### src/sv/blgh_pkg.sv
// ----------------------------------------------------------------------------
// Battery level gauge package
// Shared types, register codes and band constants of the battery level gauge.
// ----------------------------------------------------------------------------
package blgh_pkg;

    // Reading format
    localparam int unsigned ADC_W      = 12;
    localparam int unsigned HSUM_W     = 11;
    localparam int unsigned LSUM_W     = 7;
    localparam int unsigned IDX_W      = 3;
    localparam int unsigned CNT_W      = 4;
    localparam int unsigned LEVEL_W    = 3;
    localparam int unsigned CSEC_W     = 16;
    localparam int unsigned CFG_IDX_W  = 2;
    localparam int unsigned CFG_DATA_W = 16;

    localparam logic [IDX_W-1:0] SAMPLE_LAST = 3'd7;

    // Configuration reset values
    localparam logic [ADC_W-1:0]  HIGH_TH_RST      = 12'd1550;
    localparam logic [ADC_W-1:0]  LOW_TH_RST       = 12'd1150;
    localparam logic [CNT_W-1:0]  LOW_CONFIRM_RST  = 4'd10;
    localparam logic [CSEC_W-1:0] CHARGE_LIMIT_RST = 16'd600;

    // Offset bands
    localparam logic [ADC_W-1:0] OFS_FULL      = 12'd410;
    localparam logic [ADC_W-1:0] OFS_NEAR_FULL = 12'd350;
    localparam logic [ADC_W-1:0] OFS_UP6       = 12'd355;
    localparam logic [ADC_W-1:0] OFS_HOLD6     = 12'd396;
    localparam logic [ADC_W-1:0] OFS_PROMOTE   = 12'd395;
    localparam logic [ADC_W-1:0] OFS_B5        = 12'd325;
    localparam logic [ADC_W-1:0] OFS_B4        = 12'd260;
    localparam logic [ADC_W-1:0] OFS_B3        = 12'd200;
    localparam logic [ADC_W-1:0] OFS_B2        = 12'd100;
    localparam logic [ADC_W-1:0] OFS_DN5       = 12'd365;
    localparam logic [ADC_W-1:0] OFS_DN4       = 12'd320;
    localparam logic [ADC_W-1:0] OFS_DN3       = 12'd260;
    localparam logic [ADC_W-1:0] OFS_DN2       = 12'd190;
    localparam logic [ADC_W-1:0] OFS_DN1       = 12'd90;

    // Levels
    localparam logic [LEVEL_W-1:0] LEVEL_EMPTY  = 3'd0;
    localparam logic [LEVEL_W-1:0] LEVEL_1      = 3'd1;
    localparam logic [LEVEL_W-1:0] LEVEL_2      = 3'd2;
    localparam logic [LEVEL_W-1:0] LEVEL_3      = 3'd3;
    localparam logic [LEVEL_W-1:0] LEVEL_4      = 3'd4;
    localparam logic [LEVEL_W-1:0] LEVEL_5      = 3'd5;
    localparam logic [LEVEL_W-1:0] LEVEL_CHARGE = 3'd6;
    localparam logic [LEVEL_W-1:0] LEVEL_FULL   = 3'd7;

    localparam logic [CSEC_W-1:0] CSEC_MAX = 16'hFFFF;

    typedef enum logic [CFG_IDX_W-1:0] {
        CFG_HIGH_TH      = 2'd0,
        CFG_LOW_TH       = 2'd1,
        CFG_LOW_CONFIRM  = 2'd2,
        CFG_CHARGE_LIMIT = 2'd3
    } cfg_reg_t;

    typedef enum logic {
        MODE_SAMPLE = 1'b0,
        MODE_TICK   = 1'b1
    } item_mode_t;

    typedef struct packed {
        logic             mode;
        logic [ADC_W-1:0] adc_sample;
        logic             charging;
    } item_t;

    typedef struct packed {
        logic [LEVEL_W-1:0] battery_level;
        logic [ADC_W-1:0]   level_offset;
        logic               low_pending;
    } result_t;

    // Level and charge timer travelling to and from the band mapper
    typedef struct packed {
        logic [LEVEL_W-1:0] level;
        logic [CSEC_W-1:0]  charge_seconds;
    } gauge_state_t;

endpackage

### src/sv/blgh_if.sv
// ----------------------------------------------------------------------------
// Battery level gauge channels
// Valid/ready channels for input items and for result items.
// ----------------------------------------------------------------------------
interface blgh_item_if
    import blgh_pkg::*;
();
    logic  valid;
    logic  ready;
    item_t payload;

    modport source (output valid, output payload, input ready);
    modport sink   (input valid, input payload, output ready);
endinterface

interface blgh_result_if
    import blgh_pkg::*;
();
    logic    valid;
    logic    ready;
    result_t payload;

    modport source (output valid, output payload, input ready);
    modport sink   (input valid, input payload, output ready);
endinterface

### src/sv/battery_level_gauge_hysteresis_core.sv
// ----------------------------------------------------------------------------
// Battery level gauge with hysteresis
// Averages eight ADC samples into a reading, confirms low readings and maps
// the offset above the low threshold to a level with per-band hysteresis.
// ----------------------------------------------------------------------------
//  Channel   Dir   Handshake     Contents
//  item      sink  valid/ready   mode, adc_sample, charging
//  result    src   valid/ready   battery_level, level_offset, low_pending
//  cfg       sink  cfg_wr_en     cfg_index, cfg_wdata (no read-back)
//
//  One item per cycle while no held result stalls evaluation; an item waits
//  in the input register, and its result is loaded into the output register.
//  The eighth sample of a reading gives a result; other items give none.
//  A held result stalls evaluation, and the input register then fills and
//  drops item.ready. Reset clears the valid flags and the gauge state and loads register defaults.
// ----------------------------------------------------------------------------
module battery_level_gauge_hysteresis_core
    import blgh_pkg::*;
(
    input  logic                  clk,
    input  logic                  rst_n,
    blgh_item_if.sink             item,
    blgh_result_if.source         result,
    input  logic                  cfg_wr_en,
    input  logic [CFG_IDX_W-1:0]  cfg_index,
    input  logic [CFG_DATA_W-1:0] cfg_wdata
);

    // Configuration
    logic [ADC_W-1:0]  high_th_reg;
    logic [ADC_W-1:0]  low_th_reg;
    logic [CNT_W-1:0]  low_confirm_reg;
    logic [CSEC_W-1:0] charge_limit_reg;

    // Input stage
    logic  in_vld_reg;
    item_t in_reg;

    // Gauge state
    logic [HSUM_W-1:0]  hsum_reg,  hsum_next;
    logic [LSUM_W-1:0]  lsum_reg,  lsum_next;
    logic [IDX_W-1:0]   idx_reg,   idx_next;
    logic [CNT_W-1:0]   lowcnt_reg, lowcnt_next;
    logic [LEVEL_W-1:0] level_reg, level_next;
    logic [CSEC_W-1:0]  csec_reg,  csec_next;

    // Output stage
    logic    out_vld_reg;
    result_t out_reg, out_next;

    logic              fire;
    logic              last_sample;
    logic              produce;
    logic [CSEC_W-1:0] csec_base;
    logic [HSUM_W-1:0] hsum_add;
    logic [LSUM_W-1:0] lsum_add;
    logic [14:0]       reading_sum;
    logic [ADC_W-1:0]  reading;
    logic [CNT_W:0]    lowcnt_inc;
    logic [ADC_W-1:0]  offset;
    logic              pending;
    logic              confirmed;
    gauge_state_t      map_cur;
    gauge_state_t      map_nxt;

    // Handshake
    assign fire        = in_vld_reg && (!out_vld_reg || result.ready);
    assign item.ready  = !in_vld_reg || fire;
    assign result.valid   = out_vld_reg;
    assign result.payload = out_reg;

    // Configuration writes
    always_ff @(posedge clk or negedge rst_n)
    begin
        if (!rst_n)
        begin
            high_th_reg      <= HIGH_TH_RST;
            low_th_reg       <= LOW_TH_RST;
            low_confirm_reg  <= LOW_CONFIRM_RST;
            charge_limit_reg <= CHARGE_LIMIT_RST;
        end
        else if (cfg_wr_en)
        begin
            unique case (cfg_reg_t'(cfg_index))
                CFG_HIGH_TH:      high_th_reg      <= cfg_wdata[ADC_W-1:0];
                CFG_LOW_TH:       low_th_reg       <= cfg_wdata[ADC_W-1:0];
                CFG_LOW_CONFIRM:  low_confirm_reg  <= cfg_wdata[CNT_W-1:0];
                CFG_CHARGE_LIMIT: charge_limit_reg <= cfg_wdata[CSEC_W-1:0];
                default:          high_th_reg      <= high_th_reg;
            endcase
        end
    end

    // Capture the input transfer
    always_ff @(posedge clk or negedge rst_n)
    begin
        if (!rst_n)
            in_vld_reg <= 1'b0;
        else if (item.ready)
            in_vld_reg <= item.valid;
    end

    always_ff @(posedge clk)
    begin
        if (item.valid && item.ready)
            in_reg <= item.payload;
    end

    // Accumulate and form the reading
    always_comb
    begin
        csec_base   = in_reg.charging ? csec_reg : '0;
        hsum_add    = hsum_reg + {3'b000, in_reg.adc_sample[ADC_W-1:4]};
        lsum_add    = lsum_reg + {3'b000, in_reg.adc_sample[3:0]};
        reading_sum = {hsum_add, 4'b0000} + {8'd0, lsum_add[LSUM_W-1:4], 4'b0000};
        reading     = reading_sum[14:3];
        last_sample = (idx_reg == SAMPLE_LAST);
        lowcnt_inc  = {1'b0, lowcnt_reg} + {{CNT_W{1'b0}}, 1'b1};
    end

    // Evaluate the reading against the thresholds
    always_comb
    begin
        offset      = '0;
        pending     = 1'b0;
        confirmed   = 1'b0;
        lowcnt_next = lowcnt_reg;
        priority if (reading > high_th_reg)
        begin
            lowcnt_next = '0;
            offset      = (reading >= low_th_reg) ? reading - low_th_reg : '0;
        end
        else if (reading < low_th_reg)
        begin
            if (lowcnt_inc < {1'b0, low_confirm_reg})
            begin
                lowcnt_next = lowcnt_inc[CNT_W-1:0];
                pending     = 1'b1;
            end
            else
            begin
                lowcnt_next = low_confirm_reg;
                confirmed   = 1'b1;
            end
        end
        else
        begin
            lowcnt_next = '0;
            offset      = reading - low_th_reg;
        end
    end

    assign map_cur.level          = confirmed ? LEVEL_EMPTY : level_reg;
    assign map_cur.charge_seconds = csec_base;

    blgh_level_map u_level_map (
        .offset       (offset),
        .charge_limit (charge_limit_reg),
        .state_cur    (map_cur),
        .state_nxt    (map_nxt)
    );

    // Next state per item kind
    always_comb
    begin
        hsum_next  = hsum_reg;
        lsum_next  = lsum_reg;
        idx_next   = idx_reg;
        level_next = level_reg;
        csec_next  = csec_base;
        produce    = 1'b0;
        out_next   = out_reg;
        unique case (item_mode_t'(in_reg.mode))
            MODE_TICK:
            begin
                if (in_reg.charging && level_reg == LEVEL_CHARGE && csec_base != CSEC_MAX)
                    csec_next = csec_base + 16'd1;
            end
            MODE_SAMPLE:
            begin
                if (!last_sample)
                begin
                    hsum_next = hsum_add;
                    lsum_next = lsum_add;
                    idx_next  = idx_reg + 3'd1;
                end
                else
                begin
                    hsum_next = '0;
                    lsum_next = '0;
                    idx_next  = '0;
                    produce   = 1'b1;
                    if (pending)
                    begin
                        level_next = level_reg;
                        csec_next  = csec_base;
                    end
                    else
                    begin
                        level_next = map_nxt.level;
                        csec_next  = map_nxt.charge_seconds;
                    end
                    out_next.battery_level = level_next;
                    out_next.level_offset  = offset;
                    out_next.low_pending   = pending;
                end
            end
            default:
            begin
                csec_next = csec_base;
            end
        endcase
    end

    // Advance gauge state on each evaluated item
    always_ff @(posedge clk or negedge rst_n)
    begin
        if (!rst_n)
        begin
            hsum_reg   <= '0;
            lsum_reg   <= '0;
            idx_reg    <= '0;
            lowcnt_reg <= '0;
            level_reg  <= LEVEL_EMPTY;
            csec_reg   <= '0;
        end
        else if (fire)
        begin
            hsum_reg  <= hsum_next;
            lsum_reg  <= lsum_next;
            idx_reg   <= idx_next;
            level_reg <= level_next;
            csec_reg  <= csec_next;
            if (in_reg.mode == MODE_SAMPLE && last_sample)
                lowcnt_reg <= lowcnt_next;
        end
    end

    // Hold the result until its transfer
    always_ff @(posedge clk or negedge rst_n)
    begin
        if (!rst_n)
            out_vld_reg <= 1'b0;
        else if (fire && produce)
            out_vld_reg <= 1'b1;
        else if (result.ready)
            out_vld_reg <= 1'b0;
    end

    always_ff @(posedge clk)
    begin
        if (fire && produce)
            out_reg <= out_next;
    end

`ifndef SYNTHESIS
    a_result_loaded: assert property (@(posedge clk) disable iff (!rst_n)
        fire && produce |=> out_vld_reg)
        else $error("result not loaded after a completed reading");

    a_pending_zero_offset: assert property (@(posedge clk) disable iff (!rst_n)
        out_vld_reg && out_reg.low_pending |-> out_reg.level_offset == '0)
        else $error("pending low result carries an offset");

    a_confirm_empty: assert property (@(posedge clk) disable iff (!rst_n)
        fire && produce && confirmed |=> level_reg == LEVEL_EMPTY)
        else $error("confirmed low did not empty the level");

    a_reading_restart: assert property (@(posedge clk) disable iff (!rst_n)
        fire && produce |=> idx_reg == '0 && hsum_reg == '0 && lsum_reg == '0)
        else $error("sums not cleared after a reading");

    a_charge_at_six: assert property (@(posedge clk) disable iff (!rst_n)
        csec_reg > $past(csec_reg) |-> $past(level_reg) == LEVEL_CHARGE)
        else $error("charge timer advanced outside level six");
`endif

endmodule

### src/sv/blgh_level_map.sv
// ----------------------------------------------------------------------------
// Battery level band mapper
// Maps a nonzero reading offset to levels 1..7 with per-band hysteresis and updates
// the charge timer on the near-full and lower bands.
// ----------------------------------------------------------------------------
module blgh_level_map
    import blgh_pkg::*;
(
    input  logic [ADC_W-1:0]  offset,
    input  logic [CSEC_W-1:0] charge_limit,
    input  gauge_state_t      state_cur,
    output gauge_state_t      state_nxt
);

    logic [LEVEL_W-1:0] lvl;
    logic [CSEC_W-1:0]  csec;
    logic [LEVEL_W-1:0] near_full_lvl;

    assign lvl  = state_cur.level;
    assign csec = state_cur.charge_seconds;

    // Near-full band: step up to 6, drop from 7 to 6 only without charge time
    always_comb
    begin
        near_full_lvl = lvl;
        if (lvl < LEVEL_CHARGE)
        begin
            if (offset > OFS_UP6)
                near_full_lvl = LEVEL_CHARGE;
        end
        else if (csec == '0 && offset < OFS_HOLD6)
        begin
            near_full_lvl = LEVEL_CHARGE;
        end
    end

    // Select band from the top; a higher level stays until the drop threshold
    always_comb
    begin
        state_nxt = state_cur;
        priority if (offset >= OFS_FULL)
        begin
            state_nxt.level = LEVEL_FULL;
        end
        else if (offset > OFS_NEAR_FULL)
        begin
            state_nxt.level = near_full_lvl;
            if (csec != '0 && offset > OFS_PROMOTE && csec > charge_limit)
            begin
                state_nxt.charge_seconds = charge_limit;
                state_nxt.level          = LEVEL_FULL;
            end
        end
        else if (offset > OFS_B5)
        begin
            state_nxt.level = (lvl > LEVEL_5 && offset >= OFS_DN5) ? lvl : LEVEL_5;
            state_nxt.charge_seconds = '0;
        end
        else if (offset > OFS_B4)
        begin
            state_nxt.level = (lvl > LEVEL_4 && offset >= OFS_DN4) ? lvl : LEVEL_4;
            state_nxt.charge_seconds = '0;
        end
        else if (offset > OFS_B3)
        begin
            state_nxt.level = (lvl > LEVEL_3 && offset >= OFS_DN3) ? lvl : LEVEL_3;
            state_nxt.charge_seconds = '0;
        end
        else if (offset > OFS_B2)
        begin
            state_nxt.level = (lvl > LEVEL_2 && offset >= OFS_DN2) ? lvl : LEVEL_2;
            state_nxt.charge_seconds = '0;
        end
        else if (offset != '0)
        begin
            state_nxt.level = (lvl > LEVEL_1 && offset >= OFS_DN1) ? lvl : LEVEL_1;
            state_nxt.charge_seconds = '0;
        end
        else
        begin
            state_nxt = state_cur;
        end
    end

endmodule
### src/flat_wrapper.sv
// flat-port wrapper written by rule: the top's interface ports become plain ports
module battery_level_gauge_hysteresis_core_flat import blgh_pkg::*;
  (clk, rst_n, cfg_wr_en, cfg_index, cfg_wdata, item_valid, item_payload, item_ready, result_valid, result_payload, result_ready);
  blgh_item_if item_i ();
  blgh_result_if result_i ();
  input  logic clk;
  input  logic rst_n;
  input  logic cfg_wr_en;
  input  logic [CFG_IDX_W-1:0] cfg_index;
  input  logic [CFG_DATA_W-1:0] cfg_wdata;
  input wire logic [$bits(item_i.valid)-1:0] item_valid;
  input wire logic [$bits(item_i.payload)-1:0] item_payload;
  output wire logic [$bits(item_i.ready)-1:0] item_ready;
  output wire logic [$bits(result_i.valid)-1:0] result_valid;
  output wire logic [$bits(result_i.payload)-1:0] result_payload;
  input wire logic [$bits(result_i.ready)-1:0] result_ready;
  assign item_i.valid = item_valid;
  assign item_i.payload = item_payload;
  assign item_ready = item_i.ready;
  assign result_valid = result_i.valid;
  assign result_payload = result_i.payload;
  assign result_i.ready = result_ready;
  battery_level_gauge_hysteresis_core u_core (.clk(clk), .rst_n(rst_n), .item(item_i), .result(result_i), .cfg_wr_en(cfg_wr_en), .cfg_index(cfg_index), .cfg_wdata(cfg_wdata));
endmodule
### config.mk
export PLATFORM = sky130hd
export DESIGN_NAME = battery_level_gauge_hysteresis_core_flat
export DESIGN_NICKNAME = d
export VERILOG_FILES = /design/src/sv/blgh_pkg.sv /design/src/sv/blgh_if.sv /design/src/sv/battery_level_gauge_hysteresis_core.sv /design/src/sv/blgh_level_map.sv /design/src/flat_wrapper.sv
export SDC_FILE = /design/constraint.sdc
export NUM_CORES = 1
export LEC_CHECK = 0
export BUFFER_PORTS_ARGS = -buffer_cell sky130_fd_sc_hd__buf_2
export CORE_AREA = 2 2 115 128
export CTS_CLUSTER_SIZE = 30
export DETAILED_ROUTE_END_ITERATION = 12
export DIE_AREA = 0 0 117 130
export GPL_ROUTABILITY_DRIVEN = 0
export PLACE_DENSITY = 0.79
export SYNTH_ARGS = -nofsm -noshare
export SYNTH_HDL_FRONTEND = slang
export SYNTH_SLANG_ARGS = --single-unit
### constraint.sdc
create_clock -name clk -period 6.6 [get_ports clk]
set_clock_uncertainty 0.2 [all_clocks]
set_input_delay 0.66 -clock clk [delete_from_list [all_inputs] [get_ports clk]]
set_output_delay 0.66 -clock clk [all_outputs]
set_load 0.005 [all_outputs]
==> summary.txt <==
Min path
  – Hold EP: u_core.in_reg[11]$_DFFE_PP_
  – HP Class: primary input to flip-flop
  – Worst hold path cell count: 1
  – Worst Hold Launch: item_payload[11]

Floorplanning
  – Die X: 117 um
  – Rows: 46
  – I/O pin cnt: 55
  – Core Area: 0.0141 mm^2
  – Initial Util: 57.8%
  – Die Height: 130 um
  – Die area: 0.0152 mm^2

Global route
  – Largest net degree at the start of global routing: 65
  – Wire length of the first global-routing pass: 33200 um
  – Antenna violations before repair: 1
  – Gr ovfl total: 0
  – Total Routing Usage GR: 28.5%
  – Number of global-route vias before repair: 6692

Critical path
  – Arrival time at the worst endpoint: 6.50 ns
  – RR Endpoint: u_core.csec_reg[6]$_DFFE_PN0P_
  – Critical path startpoint category: flip-flop
  – RR Startpoint: u_core.lsum_reg[0]$_DFFE_PN0P_
  – R2R Setup Slk: 0.22 ns
  – Crit-path max FO: 6
  – CP required: 6.71 ns
  – R2r worst-path depth: 25
  – Crit Path Class: flip-flop to flip-flop
  – Worst setup EP type: flip-flop

Synth
  – EDFF count, synth: 30
  – Synthesized area: 0.00814 mm^2
  – Cell accounting for the most synthesized area: dfrtp_1
  – Seq/Total Area, Yosys: 39.0%
  – Syn Area/Cell: 9.33 um^2
  – Flops & latches, synth: 120
  – Most common cell in the netlist: nand2_1
  – Largest family of logic cells by synthesized area: compound AO/OA/AOI/OAI gates
  – Async SR Flop Fraction: 75.0%
  – Ys flop type: dfrtp_1
  – Adder-cell share of the synthesized area: 10.5%
  – Netlist cell types: 76
  – Synth Area in Simple Gates: 17.1%
  – Synth top area cells: dfrtp_1 22%, edfxtp_1 11%, ha_1 9.5%, dfstp_2 5.8%, mux2_2 4.8%
  – Xor/xnor share of the synthesized area: 3.75%
  – Cells after Synth: 873
  – Area fraction in compound gates after synthesis: 18.9%
  – Syn_nets: 976
  – YS warnings: 0
  – Synth top cells by count: 94 x nand2_1, 72 x dfrtp_1, 66 x inv_1, 62 x ha_1, 61 x nor2_1
  – Post-synth top area share: 22.1%
  – Multiplexer share of the synthesized area: 6.31%

STA
  – Endpoints failing setup: 0
  – Maximum clock rate: 157 MHz
  – Hold Fails Final Rpt: 0
  – Crit path time final: 6.38 ns
  – Slew Limit Fails: 0
  – Fin Hold WS: 0.202 ns
  – Slew HR: 40.8%
  – Period utilization: 96.7%
  – Setup WS post-layout: 0.216 ns
  – Worst-margin pin slew: 0.886 ns

Clock network
  – # clock sinks: 120
  – Reg clk slew, reported paths: 0.06 ns
  – Htree depth: 4
  – Max clock buf depth: 2
  – CTS root buf: clkbuf_16
  – CTS tree: built
  – CTS buffer count: 17
  – Skew-Pair Late Insertion Delay: 0.43 ns
  – Post-CTS Setup Bufs: 0

Layout
  – Filler cell count: 1103
  – Final #Nets: 1030
  – Share of cells above drive strength 1: 18.2%
  – Design area: 0.00935 mm^2
  – Core Util, Final: 66.3%
  – Layout area overhead: 14.8%

Job
  – Number of max-cap violations: 0

Detailed routing
  – Total wire length: 20500 um
  – Antenna-violating nets left: 0
  – # DRC: 0
  – Total number of vias: 7002
  – Number of DRC markers in iteration 0: 683
  – Pre-antenna DRT Iters: 5
  – Routed length per placed instance: 18.1 um
  – Vias per cell: 6.18

Placed design
  – Placed wire-length estimate: 14900 um
  – Pre-CTS setup slack: 0.322 ns
  – Port buffer count: 54
  – Placement Cell Area: 0.00860 mm^2

Run status
  – Status: finished clean
## per-layer routing
metal	routed length (um)	share of wire, %	GRT usage (%)	vias to the layer above
li1	-	-	-	3323
met1	8530	42	36.4	3290
met2	9820	48	45.8	324
met3	1340	6.5	6.13	65
met4	842	4.1	14.6	0
met5	0	0	0	-
## worst max-delay path by stage
| stage | from | end | slack (ns) | cells after the start |
|---|---|---|---|---|
| finish | u_core.lsum_reg[0]$_DFFE_PN0P_ | u_core.csec_reg[6]$_DFFE_PN0P_ | 0.22 | 25 |
| global route | u_core.lsum_reg[0]$_DFFE_PN0P_ | u_core.csec_reg[6]$_DFFE_PN0P_ | -0.11 | 25 |
| CTS | u_core.lsum_reg[0]$_DFFE_PN0P_ | u_core.csec_reg[11]$_DFFE_PN0P_ | 0.24 | 25 |
| detailed placement | u_core.lsum_reg[0]$_DFFE_PN0P_ | u_core.result.payload[14]$_DFFE_PP_ | 0.32 | 25 |
| global placement | u_core.lsum_reg[0]$_DFFE_PN0P_ | u_core.csec_reg[13]$_DFFE_PN0P_ | 0.57 | 25 |
| floorplan | u_core.lsum_reg[0]$_DFFE_PN0P_ | u_core.csec_reg[6]$_DFFE_PN0P_ | 1.05 | 25 |
## cells in the final DEF, fill, tap and decap left out, types with 5 or more instances in the layout
| cell type | netlist | layout |
|---|---|---|
| a211oi_1 | 9 | 8 |
| a21o_1 | 12 | 12 |
| a21oi_1 | 47 | 46 |
| a22o_1 | 9 | 9 |
| a31oi_1 | 8 | 8 |
| and2_1 | 19 | 19 |
| buf_2 | 3 | 53 |
| buf_4 | 3 | 8 |
| clkbuf_16 | 0 | 18 |
| dfrtp_1 | 72 | 72 |
| dfstp_2 | 18 | 18 |
| edfxtp_1 | 30 | 30 |
| ha_1 | 62 | 62 |
| inv_1 | 66 | 66 |
| mux2_2 | 35 | 35 |
| mux2i_1 | 12 | 12 |
| nand2_1 | 94 | 94 |
| nand2b_1 | 6 | 6 |
| nand3_1 | 21 | 21 |
| nand3b_1 | 5 | 5 |
| nand4_1 | 15 | 15 |
| nor2_1 | 61 | 61 |
| nor2b_1 | 7 | 7 |
| nor3_1 | 19 | 17 |
| o2111ai_1 | 5 | 5 |
| o211ai_1 | 9 | 9 |
| o21a_1 | 5 | 5 |
| o21ai_0 | 56 | 55 |
| o21ai_1 | 6 | 7 |
| o31ai_1 | 5 | 5 |
| o41ai_1 | 5 | 5 |
| or3_1 | 5 | 5 |
| xnor2_1 | 19 | 18 |
| xor2_1 | 14 | 14 |
## per-stage QoR
step | setup TNS (ns) | cells
after global placement | 0 | 1099
after detailed placement | 0 | 1099
after global routing | -1.11 | 1132
after floorplan | 0 | 873
after CTS | 0 | 1132
final | 0 | 1133
## critical path, stage by stage, from the launching register on
cell	delay (ns)
dfrtp_1	0.35
ha_1	0.19
inv_1	0.06
fa_1	0.38
nor2b_1	0.16
o21ai_0	0.10
nand2b_1	0.12
xor2_1	0.23
ha_1	0.23
fa_1	0.21
a21oi_1	0.08
nor2b_1	0.24
nand3_1	0.17
nand3b_1	0.30
a211oi_1	0.27
o311ai_0	0.28
ha_1	0.45
inv_1	0.17
nor2_1	0.09
nor4bb_1	0.14
a311oi_2	0.33
and4_4	0.34
nand2_2	0.10
a2111o_1	0.51
and2_1	0.22
a311o_1	0.36
## what timing repair did
item / 4_1_cts / 5_1_grt
hold endpoints to repair: 22 / 0
hold buffers: 1 / 0
endpoints found under the setup margin: 0 / 22
gates resized for setup: 0 / 17
## logic make-up (layout without fill, tap and decap cells)
family / count (synthesis) / after routing
simple gates: 284 / 284
compound gates: 229 / 229
flops: 120 / 120
buf+inv: 93 / 160
fa+ha+maj: 66 / 66
mux: 47 / 47
xor+xnor: 34 / 34
other cells: 0 / 1
## layout make-up
cell class / instances / area (um^2) / share of cell area, %
multi-input cells: 660 / 4710 / 50.4
flip-flops and latches: 120 / 3180 / 34.0
clock buffers: 21 / 472 / 5.05
repair buffers: 62 / 335 / 3.59
inverters: 66 / 248 / 2.65
well taps: 192 / 240 / 2.57
clock inverters: 11 / 166 / 1.78
diodes: 1 / 2.50 / 0.0268
Power is not shown: default switching activity piles up to over one toggle a cycle in this logic, so the estimate is an artifact.
